<file path="src/hdl/leb_pkg.sv">
`default_nettype none

package leb_pkg;

   localparam int LEB_BUFFER_SIZE = 64;
   localparam int CHAR_W          = 7;

   localparam logic [6:0] LIMIT_RESET = 7'd64;
   localparam logic [6:0] SPACE_CODE  = 7'd32;

   localparam logic [3:0] KIND_CHAR   = 4'd0;
   localparam logic [3:0] KIND_RETURN = 4'd1;
   localparam logic [3:0] KIND_ESCAPE = 4'd2;
   localparam logic [3:0] KIND_BKSP   = 4'd3;
   localparam logic [3:0] KIND_DELETE = 4'd4;
   localparam logic [3:0] KIND_LEFT   = 4'd5;
   localparam logic [3:0] KIND_RIGHT  = 4'd6;
   localparam logic [3:0] KIND_HOME   = 4'd7;
   localparam logic [3:0] KIND_END    = 4'd8;
   localparam logic [3:0] KIND_BEGIN  = 4'd9;
   localparam logic [3:0] KIND_READ   = 4'd10;

   // ) ! @ # $ % ^ & * (
   localparam logic [6:0] SHIFTED_DIGITS [0:9] = '{
      7'h29, 7'h21, 7'h40, 7'h23, 7'h24, 7'h25, 7'h5E, 7'h26, 7'h2A, 7'h28
   };

   // Key code to ASCII; zero means the key has no character.
   function automatic logic [6:0] map_key(input logic [6:0] code, input logic sh);
      logic [6:0] ch;
      ch = '0;
      case (code) inside
         [7'h41:7'h5A]: ch = sh ? code : code + 7'd32;
         [7'h30:7'h39]: ch = sh ? SHIFTED_DIGITS[4'(code - 7'h30)] : code;
         SPACE_CODE:    ch = SPACE_CODE;
         7'h2D:         ch = sh ? 7'h5F : 7'h2D;
         7'h3D:         ch = sh ? 7'h2B : 7'h3D;
         7'h5B:         ch = sh ? 7'h7B : 7'h5B;
         7'h5D:         ch = sh ? 7'h7D : 7'h5D;
         7'h3B:         ch = sh ? 7'h3A : 7'h3B;
         7'h27:         ch = sh ? 7'h22 : 7'h27;
         7'h2C:         ch = sh ? 7'h3C : 7'h2C;
         7'h2E:         ch = sh ? 7'h3E : 7'h2E;
         7'h2F:         ch = sh ? 7'h3F : 7'h2F;
         7'h5C:         ch = sh ? 7'h7C : 7'h5C;
         7'h60:         ch = sh ? 7'h7E : 7'h60;
         default:       ch = '0;
      endcase
      return ch;
   endfunction

endpackage

`default_nettype wire

</file>
<file path="src/hdl/leb_ifs.sv">
`default_nettype none

interface leb_req_if;
   logic       valid;
   logic       ready;
   logic [3:0] kind;
   logic [6:0] scan_code;
   logic       shift;
   logic [5:0] read_index;

   modport source (output valid, kind, scan_code, shift, read_index, input ready);
   modport sink   (input valid, kind, scan_code, shift, read_index, output ready);
endinterface

interface leb_rsp_if;
   logic       valid;
   logic       ready;
   logic [6:0] char_out;
   logic [5:0] length_now;
   logic [5:0] cursor_now;
   logic       is_active;
   logic       was_confirmed;
   logic       was_cancelled;

   modport source (output valid, char_out, length_now, cursor_now, is_active,
                    was_confirmed, was_cancelled, input ready);
   modport sink   (input valid, char_out, length_now, cursor_now, is_active,
                    was_confirmed, was_cancelled, output ready);
endinterface

`default_nettype wire

</file>
<file path="src/hdl/leb_ram.sv">
`default_nettype none

module leb_ram #(
   parameter int WIDTH = 7,
   parameter int DEPTH = 64
) (
   input  wire logic                     clock,
   input  wire logic                     wr_en,
   input  wire logic [$clog2(DEPTH)-1:0] wr_addr,
   input  wire logic [WIDTH-1:0]         wr_data,
   input  wire logic [$clog2(DEPTH)-1:0] rd_addr,
   output logic      [WIDTH-1:0]         rd_data
);

   logic [WIDTH-1:0] mem_ff [0:DEPTH-1];
   logic [WIDTH-1:0] rd_data_ff;

   always_ff @(posedge clock) begin
      if (wr_en) begin
         mem_ff[wr_addr] <= wr_data;
      end
      rd_data_ff <= mem_ff[rd_addr];
   end

   assign rd_data = rd_data_ff;

endmodule

`default_nettype wire

</file>
<file path="src/hdl/line_edit_buffer.sv">
`default_nettype none
// Line-editing text buffer driven by key event words.
// req_port carries one key event per word (kind, scan_code, shift, read_index);
// rsp_port returns exactly one result word per event: the inserted or read
// character and the length, cursor and session flags after the event.
// csr_* is an APB-style port; length_limit sits at byte address 0 and is to be
// written by the user only while the block is idle, which is not enforced.
// Each event passes from idle to the finish state: directly for cursor moves,
// flags, begin and dropped keys, through a RAM read wait for a read, and
// through the shift state for an insert, delete or backspace, which moves n
// entries (n is length - cursor for an insert or backspace, one less for a
// delete). The tail of the text is moved through the single text RAM, one
// entry per cycle.
// An event is taken only while no edit is in progress; a finished result
// waits in the output register, and a new event is taken meanwhile. When
// the receiver stalls, the next result is held until the register frees.
// Reset closes the session, empties the text and sets length_limit to 64.
// Entries at or beyond the current length read as zero, so neither reset
// nor begin needs to sweep the RAM.
module line_edit_buffer
   import leb_pkg::*;
#(
   parameter int BUFFER_SIZE = LEB_BUFFER_SIZE
) (
   input  wire logic        clock,
   input  wire logic        reset,
   leb_req_if.sink          req_port,
   leb_rsp_if.source        rsp_port,
   input  wire logic        csr_psel,
   input  wire logic        csr_penable,
   input  wire logic        csr_pwrite,
   input  wire logic [2:0]  csr_paddr,
   input  wire logic [31:0] csr_pwdata,
   output logic      [31:0] csr_prdata,
   output logic             csr_pready
);

   localparam int IW = $clog2(BUFFER_SIZE);
   localparam int LW = $clog2(BUFFER_SIZE + 1);
   localparam int CW = (LW > 7) ? LW : 7;
   localparam int XW = (IW > 6) ? IW : 6;

   localparam logic [1:0] ST_IDLE   = 2'd0;
   localparam logic [1:0] ST_RDWAIT = 2'd1;
   localparam logic [1:0] ST_SHIFT  = 2'd2;
   localparam logic [1:0] ST_FINISH = 2'd3;

   logic [1:0]        state_ff, state_in;
   logic [6:0]        lim_reg_ff, lim_reg_in;
   logic [LW-1:0]     limit_ff, limit_in;
   logic [IW-1:0]     len_ff, len_in;
   logic [IW-1:0]     cur_ff, cur_in;
   logic              active_ff, active_in;
   logic              conf_ff, conf_in;
   logic              canc_ff, canc_in;
   logic              pend_ff, pend_in;
   logic              rsp_valid_ff, rsp_valid_in;

   logic [IW-1:0]     cnt_ff, cnt_in;
   logic [IW-1:0]     src_ff, src_in;
   logic [IW-1:0]     dst_ff, dst_in;
   logic              dir_right_ff, dir_right_in;
   logic              ins_ff, ins_in;
   logic [IW-1:0]     chr_pos_ff, chr_pos_in;
   logic [CHAR_W-1:0] res_char_ff, res_char_in;
   logic              hit_ff, hit_in;

   logic [CHAR_W-1:0] out_char_ff, out_char_in;
   logic [5:0]        out_len_ff, out_len_in;
   logic [5:0]        out_cur_ff, out_cur_in;
   logic              out_act_ff, out_act_in;
   logic              out_conf_ff, out_conf_in;
   logic              out_canc_ff, out_canc_in;

   logic              ram_wr_en;
   logic [IW-1:0]     ram_wr_addr;
   logic [CHAR_W-1:0] ram_wr_data;
   logic [IW-1:0]     ram_rd_addr;
   logic [CHAR_W-1:0] ram_rd_data;

   logic [CHAR_W-1:0] mapped;
   logic [LW-1:0]     limit_cap;
   logic              full;
   logic              csr_wr;

   leb_ram #(
      .WIDTH (CHAR_W),
      .DEPTH (BUFFER_SIZE)
   ) u_text (
      .clock   (clock),
      .wr_en   (ram_wr_en),
      .wr_addr (ram_wr_addr),
      .wr_data (ram_wr_data),
      .rd_addr (ram_rd_addr),
      .rd_data (ram_rd_data)
   );

   assign csr_pready = 1'b1;
   assign csr_wr     = csr_psel & csr_penable & csr_pwrite;
   assign csr_prdata = (csr_paddr[2] == 1'b0) ? {25'd0, lim_reg_ff} : 32'd0;

   assign mapped    = map_key(req_port.scan_code, req_port.shift);
   assign limit_cap = (CW'(lim_reg_ff) < CW'(BUFFER_SIZE)) ? LW'(lim_reg_ff)
                                                           : LW'(BUFFER_SIZE);
   assign full      = ((LW + 1)'(len_ff) + (LW + 1)'(1)) >= (LW + 1)'(limit_ff);

   assign req_port.ready = (state_ff == ST_IDLE);

   assign rsp_port.valid         = rsp_valid_ff;
   assign rsp_port.char_out      = out_char_ff;
   assign rsp_port.length_now    = out_len_ff;
   assign rsp_port.cursor_now    = out_cur_ff;
   assign rsp_port.is_active     = out_act_ff;
   assign rsp_port.was_confirmed = out_conf_ff;
   assign rsp_port.was_cancelled = out_canc_ff;

   always_comb begin
      state_in     = state_ff;
      lim_reg_in   = lim_reg_ff;
      limit_in     = limit_ff;
      len_in       = len_ff;
      cur_in       = cur_ff;
      active_in    = active_ff;
      conf_in      = conf_ff;
      canc_in      = canc_ff;
      pend_in      = pend_ff;
      rsp_valid_in = rsp_valid_ff;
      cnt_in       = cnt_ff;
      src_in       = src_ff;
      dst_in       = dst_ff;
      dir_right_in = dir_right_ff;
      ins_in       = ins_ff;
      chr_pos_in   = chr_pos_ff;
      res_char_in  = res_char_ff;
      hit_in       = hit_ff;
      out_char_in  = out_char_ff;
      out_len_in   = out_len_ff;
      out_cur_in   = out_cur_ff;
      out_act_in   = out_act_ff;
      out_conf_in  = out_conf_ff;
      out_canc_in  = out_canc_ff;
      ram_wr_en    = 1'b0;
      ram_wr_addr  = '0;
      ram_wr_data  = '0;
      ram_rd_addr  = src_ff;

      if (csr_wr && (csr_paddr[2] == 1'b0)) begin
         lim_reg_in = csr_pwdata[6:0];
      end

      if (rsp_valid_ff && rsp_port.ready) begin
         rsp_valid_in = 1'b0;
      end

      case (state_ff)
         ST_IDLE: begin
            ram_rd_addr = IW'(req_port.read_index);
            pend_in     = 1'b0;
            if (req_port.valid) begin
               res_char_in = '0;
               state_in    = ST_FINISH;
               case (req_port.kind)
                  KIND_BEGIN: begin
                     len_in    = '0;
                     cur_in    = '0;
                     limit_in  = limit_cap;
                     active_in = 1'b1;
                     conf_in   = 1'b0;
                     canc_in   = 1'b0;
                  end
                  KIND_READ: begin
                     hit_in   = XW'(req_port.read_index) < XW'(len_ff);
                     state_in = ST_RDWAIT;
                  end
                  default: begin
                     if (active_ff) begin
                        case (req_port.kind)
                           KIND_CHAR: begin
                              if ((mapped != '0) && !full) begin
                                 res_char_in  = mapped;
                                 dir_right_in = 1'b1;
                                 ins_in       = 1'b1;
                                 cnt_in       = len_ff - cur_ff;
                                 src_in       = len_ff - IW'(1);
                                 chr_pos_in   = cur_ff;
                                 cur_in       = cur_ff + IW'(1);
                                 len_in       = len_ff + IW'(1);
                                 state_in     = ST_SHIFT;
                              end
                           end
                           KIND_RETURN: begin
                              conf_in   = 1'b1;
                              active_in = 1'b0;
                           end
                           KIND_ESCAPE: begin
                              canc_in   = 1'b1;
                              active_in = 1'b0;
                           end
                           KIND_BKSP: begin
                              // step back, then drop the entry now under the cursor
                              if (cur_ff != '0) begin
                                 dir_right_in = 1'b0;
                                 ins_in       = 1'b0;
                                 cnt_in       = len_ff - cur_ff;
                                 src_in       = cur_ff;
                                 cur_in       = cur_ff - IW'(1);
                                 len_in       = len_ff - IW'(1);
                                 state_in     = ST_SHIFT;
                              end
                           end
                           KIND_DELETE: begin
                              if (cur_ff < len_ff) begin
                                 dir_right_in = 1'b0;
                                 ins_in       = 1'b0;
                                 cnt_in       = len_ff - cur_ff - IW'(1);
                                 src_in       = cur_ff + IW'(1);
                                 len_in       = len_ff - IW'(1);
                                 state_in     = ST_SHIFT;
                              end
                           end
                           KIND_LEFT: begin
                              if (cur_ff != '0) begin
                                 cur_in = cur_ff - IW'(1);
                              end
                           end
                           KIND_RIGHT: begin
                              if (cur_ff < len_ff) begin
                                 cur_in = cur_ff + IW'(1);
                              end
                           end
                           KIND_HOME: begin
                              cur_in = '0;
                           end
                           KIND_END: begin
                              cur_in = len_ff;
                           end
                           default: begin
                           end
                        endcase
                     end
                  end
               endcase
            end
         end

         ST_RDWAIT: begin
            res_char_in = hit_ff ? ram_rd_data : '0;
            state_in    = ST_FINISH;
         end

         ST_SHIFT: begin
            // write back the word read last cycle, one step behind the read
            if (pend_ff) begin
               ram_wr_en   = 1'b1;
               ram_wr_addr = dst_ff;
               ram_wr_data = ram_rd_data;
            end
            if (cnt_ff != '0) begin
               pend_in = 1'b1;
               cnt_in  = cnt_ff - IW'(1);
               dst_in  = dir_right_ff ? src_ff + IW'(1) : src_ff - IW'(1);
               src_in  = dir_right_ff ? src_ff - IW'(1) : src_ff + IW'(1);
            end else begin
               pend_in = 1'b0;
               if (!pend_ff) begin
                  if (ins_ff) begin
                     ram_wr_en   = 1'b1;
                     ram_wr_addr = chr_pos_ff;
                     ram_wr_data = res_char_ff;
                  end
                  state_in = ST_FINISH;
               end
            end
         end

         ST_FINISH: begin
            // hold until the output register is free
            if (!rsp_valid_ff || rsp_port.ready) begin
               rsp_valid_in = 1'b1;
               out_char_in  = res_char_ff;
               out_len_in   = 6'(len_ff);
               out_cur_in   = 6'(cur_ff);
               out_act_in   = active_ff;
               out_conf_in  = conf_ff;
               out_canc_in  = canc_ff;
               state_in     = ST_IDLE;
            end
         end

         default: begin
            state_in = ST_IDLE;
         end
      endcase
   end

   always_ff @(posedge clock) begin
      if (reset) begin
         state_ff     <= ST_IDLE;
         lim_reg_ff   <= LIMIT_RESET;
         limit_ff     <= LW'(BUFFER_SIZE);
         len_ff       <= '0;
         cur_ff       <= '0;
         active_ff    <= 1'b0;
         conf_ff      <= 1'b0;
         canc_ff      <= 1'b0;
         pend_ff      <= 1'b0;
         rsp_valid_ff <= 1'b0;
      end else begin
         state_ff     <= state_in;
         lim_reg_ff   <= lim_reg_in;
         limit_ff     <= limit_in;
         len_ff       <= len_in;
         cur_ff       <= cur_in;
         active_ff    <= active_in;
         conf_ff      <= conf_in;
         canc_ff      <= canc_in;
         pend_ff      <= pend_in;
         rsp_valid_ff <= rsp_valid_in;
      end
   end

   always_ff @(posedge clock) begin
      cnt_ff       <= cnt_in;
      src_ff       <= src_in;
      dst_ff       <= dst_in;
      dir_right_ff <= dir_right_in;
      ins_ff       <= ins_in;
      chr_pos_ff   <= chr_pos_in;
      res_char_ff  <= res_char_in;
      hit_ff       <= hit_in;
      out_char_ff  <= out_char_in;
      out_len_ff   <= out_len_in;
      out_cur_ff   <= out_cur_in;
      out_act_ff   <= out_act_in;
      out_conf_ff  <= out_conf_in;
      out_canc_ff  <= out_canc_in;
   end

endmodule

`default_nettype wire
</file>
<file path="src/flat_wrapper.sv">
// flat-port wrapper written by rule: the top's interface ports become plain ports
module line_edit_buffer_flat import leb_pkg::*;
#(
   parameter int BUFFER_SIZE = LEB_BUFFER_SIZE
)
  (clock, reset, csr_psel, csr_penable, csr_pwrite, csr_paddr, csr_pwdata, csr_prdata, csr_pready, req_port_valid, req_port_kind, req_port_scan_code, req_port_shift, req_port_read_index, req_port_ready, rsp_port_valid, rsp_port_char_out, rsp_port_length_now, rsp_port_cursor_now, rsp_port_is_active, rsp_port_was_confirmed, rsp_port_was_cancelled, rsp_port_ready);
  leb_req_if req_port_i ();
  leb_rsp_if rsp_port_i ();
  input  wire logic clock;
  input  wire logic reset;
  input  wire logic csr_psel;
  input  wire logic csr_penable;
  input  wire logic csr_pwrite;
  input  wire logic [2:0] csr_paddr;
  input  wire logic [31:0] csr_pwdata;
  output logic      [31:0] csr_prdata;
  output logic csr_pready;
  input wire logic [$bits(req_port_i.valid)-1:0] req_port_valid;
  input wire logic [$bits(req_port_i.kind)-1:0] req_port_kind;
  input wire logic [$bits(req_port_i.scan_code)-1:0] req_port_scan_code;
  input wire logic [$bits(req_port_i.shift)-1:0] req_port_shift;
  input wire logic [$bits(req_port_i.read_index)-1:0] req_port_read_index;
  output wire logic [$bits(req_port_i.ready)-1:0] req_port_ready;
  output wire logic [$bits(rsp_port_i.valid)-1:0] rsp_port_valid;
  output wire logic [$bits(rsp_port_i.char_out)-1:0] rsp_port_char_out;
  output wire logic [$bits(rsp_port_i.length_now)-1:0] rsp_port_length_now;
  output wire logic [$bits(rsp_port_i.cursor_now)-1:0] rsp_port_cursor_now;
  output wire logic [$bits(rsp_port_i.is_active)-1:0] rsp_port_is_active;
  output wire logic [$bits(rsp_port_i.was_confirmed)-1:0] rsp_port_was_confirmed;
  output wire logic [$bits(rsp_port_i.was_cancelled)-1:0] rsp_port_was_cancelled;
  input wire logic [$bits(rsp_port_i.ready)-1:0] rsp_port_ready;
  assign req_port_i.valid = req_port_valid;
  assign req_port_i.kind = req_port_kind;
  assign req_port_i.scan_code = req_port_scan_code;
  assign req_port_i.shift = req_port_shift;
  assign req_port_i.read_index = req_port_read_index;
  assign req_port_ready = req_port_i.ready;
  assign rsp_port_valid = rsp_port_i.valid;
  assign rsp_port_char_out = rsp_port_i.char_out;
  assign rsp_port_length_now = rsp_port_i.length_now;
  assign rsp_port_cursor_now = rsp_port_i.cursor_now;
  assign rsp_port_is_active = rsp_port_i.is_active;
  assign rsp_port_was_confirmed = rsp_port_i.was_confirmed;
  assign rsp_port_was_cancelled = rsp_port_i.was_cancelled;
  assign rsp_port_i.ready = rsp_port_ready;
  line_edit_buffer #(.BUFFER_SIZE(BUFFER_SIZE)) u_core (.clock(clock), .reset(reset), .req_port(req_port_i), .rsp_port(rsp_port_i), .csr_psel(csr_psel), .csr_penable(csr_penable), .csr_pwrite(csr_pwrite), .csr_paddr(csr_paddr), .csr_pwdata(csr_pwdata), .csr_prdata(csr_prdata), .csr_pready(csr_pready));
endmodule
</file>
<file path="config.mk">
export PLATFORM = sky130hd
export DESIGN_NAME = line_edit_buffer_flat
export DESIGN_NICKNAME = d
export VERILOG_FILES = /design/src/hdl/leb_pkg.sv /design/src/hdl/leb_ifs.sv /design/src/hdl/leb_ram.sv /design/src/hdl/line_edit_buffer.sv /design/src/flat_wrapper.sv
export SDC_FILE = /design/constraint.sdc
export NUM_CORES = 1
export LEC_CHECK = 0
export BUFFER_PORTS_ARGS = -buffer_cell sky130_fd_sc_hd__buf_2
export CAP_MARGIN = 20
export CELL_PAD_IN_SITES_DETAIL_PLACEMENT = 1
export CELL_PAD_IN_SITES_GLOBAL_PLACEMENT = 1
export CORE_MARGIN = 2
export CORE_UTILIZATION = 52
export CTS_CLUSTER_SIZE = 28
export DETAILED_ROUTE_END_ITERATION = 12
export GPL_TIMING_DRIVEN = 1
export PLACE_DENSITY_LB_ADDON = 0.1
export SLEW_MARGIN = 20
export SYNTH_ARGS = -nofsm -noshare
export SYNTH_HDL_FRONTEND = slang
export SYNTH_SLANG_ARGS = --single-unit
export TNS_END_PERCENT = 20
</file>
<file path="constraint.sdc">
create_clock -name clock -period 5.25 [get_ports clock]
set_clock_uncertainty 0.15 [all_clocks]
set_input_delay 0.7875 -clock clock [delete_from_list [all_inputs] [get_ports clock]]
set_output_delay 0.7875 -clock clock [all_outputs]
set_load 0.03 [all_outputs]
</file>
==> results of run 1 <==
[worst max path at each step]
stage | startpoint | slack, ps | to
after floorplan | req_port_scan_code[2] | 1220 | u_core.cnt_ff[0]$_DFFE_PP_
after global placement | req_port_scan_code[5] | 730 | u_core.cnt_ff[4]$_DFFE_PP_
after detailed placement | req_port_scan_code[5] | 630 | u_core.cnt_ff[5]$_DFFE_PP_
after CTS | u_core.cnt_ff[0]$_DFFE_PP_ | 970 | u_core.u_text.mem_ff[31][6]$_DFFE_PP_
after global routing | u_core.cnt_ff[0]$_DFFE_PP_ | 520 | u_core.u_text.mem_ff[7][2]$_DFFE_PP_
final | u_core.cnt_ff[0]$_DFFE_PP_ | 870 | u_core.u_text.mem_ff[23][2]$_DFFE_PP_
[where the power goes]
group          switching (mW)  internal [mW]
logic                    1.69           1.11
registers              0.0845           4.90
clock network            1.68           2.18
[cells in the mapped netlist, types with 18 or more instances]
library cell  number
nor2b_1           20
o21ai_0           33
inv_1             43
a21oi_1           63
xnor2_1           27
clkbuf_1          62
nand2_1          128
nor2_1           117
edfxtp_1         503
ha_1              34
buf_4             28
mux4_2           112
a211oi_1          44
and2_1            36
nor3_1            25
nand3_1           27
buf_2             18
dfxtp_1           40
mux2i_1           21
a31oi_1           21
[layer usage]
metal,track usage (%),vias to the layer above,routed length (um)
met3,3.78,101,3230
met1,37.5,7564,26700
li1,-,6429,-
met5,0,-,0
met4,7.05,0,1470
met2,42.8,458,30300
[sequential cells by signal, summed over array words and instances, names as in the netlist, 2 cells and up]
register and flops:
u_core.len_ff 6, u_core.cur_ff 6, u_core.dst_ff 6, u_core.rsp_port.char_out 7, u_core.rsp_port.cursor_now 6, u_core.src_ff 6
u_core.res_char_ff 7, u_core.chr_pos_ff 6, u_core.rsp_port.length_now 6, u_core.limit_ff 7, u_core.lim_reg_ff 7, u_core.state_ff 2
u_core.u_text.mem_ff 448, u_core.cnt_ff 6, u_core.u_text.rd_data 7
[worst register-to-register path: stages, from the launching register on]
cell      delay [ps]
edfxtp_1         410
inv_1             80
ha_1             160
nand2b_1         110
nor4_1           220
buf_4            210
nand3_1          110
nor2_1           770
a21oi_1          230
a21oi_1          280
nand2_1          530
nor2_1           790
[logic make-up after synthesis]
kind of cell	count (synthesis)	share of synthesized area, %
xor gates and xnor gates	40	1.45
buffers and inverters	161	3.18
DFF	543	65.7
adders and majority gates	35	1.84
AOI/OAI and AO/OA	278	8.07
muxes	134	11.3
and+or+nand+nor	422	8.45
other	2	0.0310
[final cells by class]
cell class                      instances  share of cell area [%]
Inverter                               44                   0.609
Clock buffer                           72                    5.43
Sequential cell                       543                    58.7
Clock inverter                         32                    1.09
Multi-Input combinational cell        935                    28.5
Tap cell                              607                    2.80
Timing Repair Buffer                  116                    2.90
[through the flow]
stage	area, um2	setup slack, ps
final	27100	866
after detailed placement	25300	631
after floorplan	24300	1220
after global placement	25300	732
after CTS	27100	967
after global routing	27100	519
==> flow_summary.toml, run 1 <==
[critical_path]
cp_num_cells = 11
start_kind = "flip-flop"
reg2regPathDepth = 11
max_stage_delay_ps = 780
crit_slowest_cell = "nor2_1"
reg2reg_to = "u_core.u_text.mem_ff[23][2]$_DFFE_PP_"
cp_num_buf_inv = 2
cp_cell_sequence = "inv_1, ha_1, nand2b_1, nor4_1, buf_4, nand3_1, nor2_1, a21oi_1, a21oi_1, nand2_1, nor2_1"
critical-path-top-delay-family = "simple AND/OR/NAND/NOR gates"
crit_fanout = 15
worstReg2RegStart = "u_core.cnt_ff[0]$_DFFE_PP_"
endpoint_kind = "flip-flop"
cp.required_ps = 5350
crit_arrival_ps = 4480
r2r_slack_ps = 870
crit_type = "reg2reg"

[layout]
multi_input_area_um2 = 7720
layout_commonest_cell = "edfxtp_1"
final_nets = 1791
n_fill_cell = 4325
syn_to_final_growth_pct = 11.9
drive_gt1_share_pct = 19.3
layout_common_cells = "edfxtp_1, nand2_1, nor2_1, mux4_2, buf_2"
seq_area_um2 = 15900
antenna_cells = 0
fin_util_pct = 58.6
layout.cells.non_filler = 2349

[clock_tree]
cts_tree = "built"
clock_latency_ps = 620
cts_buffers = 56
root_buffer = "clkbuf_16"
htree_levels = 2
path_clk_slew_ps = 60
post_cts_buffers = 0
cts.repair.resized = 0
hold_buffers = 0
cts_sinks = 543
clockBufferDepth = 3

[pwr]
total_power_mw = 11.6
ir_worst_vdd_mv = 0.391
p_leak_nw = 8.96
pwr_density_cell_nw_per_um2 = 430

[timing]
hold_ws_ps = 239
hold_viol = 0
final.min_clock_period_ps = 4380
setup_violations = 0
slew_headroom_pct = 35.7
slew_viol_final = 0
setup_tns_ps = 0
tightest_slew_ps = 961
post-route-period-util_pct = 83.5
fmax_mhz = 228
rsz0062_at_grt = "no"

[placed_design]
gp_congestion = 0.876
dpl.hpwl_mm = 39.7
dp.cells = 2244
port_buffers = 63

[global_routing]
gr-total-overflow = 0
grt_pass1_wl_mm = 94.3
grt_pass1_vias = 15100
antenna_found_initial = 0
grt.total_usage_pct = 26.3
grt_max_degree = 71

[worst_hold_path]
worstHoldPathType = "in2reg"
min_to = "u_core.lim_reg_ff[6]$_SDFFE_PP1P_"
hold_depth = 3
hold_start = "csr_pwdata[6]"

[drt]
final_antenna_net_count = 0
first_pass_iters = 5
drt_iter0_markers = 1414
drt_wl_total_mm = 61.8
post_drt_wl_per_cell_um = 26.3
via_per_inst = 6.19
post-route-drc-count = 0
vias = 14600

[floorplan]
rows = 79
core_um2 = 46300
io_pins = 117
initial_core_util_pct = 52.4
fp.dieH_um = 220
dieWidth_um = 220
die_area_um2 = 48300

[synthesis]
ys_types = 85
synth_top_area_share_pct = 62.4
yosys-top-cells-area = "edfxtp_1, mux4_2, dfxtp_1"
avgSynthCellArea_um2 = 15.0
synth_largest_area_cell = "edfxtp_1"
seq_area_frac_synth_pct = 65.7
synth-edff-count = 503
postSynthCellCount = 1615
ys_ff_latch = 543
syn_area_um2 = 24200
ys_warn_count = 0
yosys_most_used_dff = "edfxtp_1"
async_flop_share_pct = 0

[outcome]
status = "finished clean"

[job]
maxCapViolCount = 0
Power figures use the tool's default switching activity.
==> run 2: changes to the inputs <==
Settings changed: CORE_UTILIZATION 52 to 47.
Clock period 5.25 ns to 3.6 ns, I/O delays scaled along.
==> flow_summary.toml, run 2 (synthesized netlist as in run 1, its figures left out) <==
[layout]
largest_reg_flops = 448
final_nets = 1911
layout_common_cells = "edfxtp_1, buf_4, nand2_1, mux4_2, nor2_1"
antenna_cells = 0
fin_util_pct = 55.5
top_register = "u_core.u_text.mem_ff"
syn_to_final_growth_pct = 17.0
n_fill_cell = 4917
layout_commonest_cell = "edfxtp_1"
drive_gt1_share_pct = 25.0
layout.cells.non_filler = 2541

[drt]
post-route-drc-count = 0
drt_wl_total_mm = 62.8
first_pass_iters = 5
via_per_inst = 5.80
final_antenna_net_count = 0
drt_iter0_markers = 1153
post_drt_wl_per_cell_um = 24.7
vias = 14700

[pwr]
pwr_density_cell_nw_per_um2 = 615
p_leak_nw = 9.60
ir_worst_vdd_mv = 0.532
total_power_mw = 17.4

[critical_path]
start_kind = "flip-flop"
crit_arrival_ps = 3600
crit_fanout = 21
cp.required_ps = 3710
endpoint_kind = "flip-flop"
crit_type = "reg2reg"

[timing]
rsz0062_at_grt = "yes"
hold_ws_ps = 26.5
finalWorstSetupSlack_ps = 105
tightest_slew_ps = 769
hold_viol = 0
fmax_mhz = 286
slew_headroom_pct = 48.7
setup_violations = 0
slew_viol_final = 0
final.min_clock_period_ps = 3500
post-route-period-util_pct = 97.1

[global_routing]
use_met1_pct = 33.7
grt_util_met2_pct = 39.3
antenna_found_initial = 1
gr-total-overflow = 0
grt.total_usage_pct = 23.9
grt_pass1_wl_mm = 96.1
grt_pass1_vias = 15500
grtUsageMet3_pct = 3.44
grt_busiest_layer = "met2"
grt_max_degree = 65

[clock_tree]
cts_tree = "built"
cts_buffers = 56
path_clk_slew_ps = 60
clock_latency_ps = 630
root_buffer = "clkbuf_16"
cts_sinks = 543
clockBufferDepth = 3
post_cts_buffers = 0
htree_levels = 2

[floorplan]
dieWidth_um = 231
initial_core_util_pct = 47.4
die_area_um2 = 53400
fp.dieH_um = 231
core_um2 = 51100
io_pins = 117
rows = 83

[job]
maxCapViolCount = 0

[placed_design]
dp.cells = 2435
dpl.hpwl_mm = 42.2
gp_congestion = 0.856
port_buffers = 63
dp_slack_ps = -154

[outcome]
status = "finished clean"

[worst_hold_path]
worstHoldPathType = "in2reg"
==> run 2: final timing paths <==
| kind | end | cells past startpoint | slack (ps) | from |
|---|---|---|---|---|
| hold / removal | u_core.lim_reg_ff[3]$_SDFFE_PP0P_ | 3 | 30 | csr_pwdata[3] |
| hold reg to reg | u_core.rsp_port.was_confirmed$_DFFE_PP_ | 0 | 290 | u_core.conf_ff$_SDFFE_PP0P_ |
| setup reg to reg | u_core.u_text.mem_ff[18][3]$_DFFE_PP_ | 11 | 100 | u_core.cnt_ff[0]$_DFFE_PP_ |
| setup / recovery | u_core.u_text.mem_ff[18][3]$_DFFE_PP_ | 11 | 100 | u_core.cnt_ff[0]$_DFFE_PP_ |
==> run 2: layout make-up <==
class                           instances  area, um2  area share [%]
Clock buffer                           74       1490            5.25
Clock inverter                         29        329            1.16
Inverter                               44        165           0.583
Multi-Input combinational cell        935       7750            27.3
Sequential cell                       543      15900            56.1
Tap cell                              680        851            3.00
Timing Repair Buffer                  236       1860            6.56
==> run 2: timing repair <==
action	in CTS	in global routing
hold endpoints to repair	3	0
gates resized for setup	0	14
hold buffers	3	0
endpoints found under the setup margin	0	86
==> run 2: through the flow <==
| step | cell area (um2) | setup TNS [ps] |
|---|---|---|
| after floorplan | 24300 | 0 |
| after global placement | 26500 | -2090 |
| after detailed placement | 26500 | -2340 |
| after CTS | 28300 | 0 |
| after global routing | 28400 | -1900 |
| final | 28400 | 0 |
==> run 2: worst max-delay path: stages, from the launching register on <==
cell and delay, ps:
edfxtp_1 420, inv_1 80, ha_1 160, nand2b_1 100
nor4_1 190, buf_4 190, nand3_1 100, nor2_1 130
buf_4 250, a22o_1 250, nand2_1 430, nor2_1 670
==> run 2: report_power, final <==
group / internal [mW] / switching (mW)
Clock: 3.34 / 2.44
Sequential: 7.14 / 0.118
Combinational: 1.86 / 2.53
==> run 2: per-layer routing <==
layer,vias up,part of all wire (%)
met2,331,49
met4,2,2.0
met3,88,4.8
met5,-,0.019
li1,6664,-
met1,7652,45
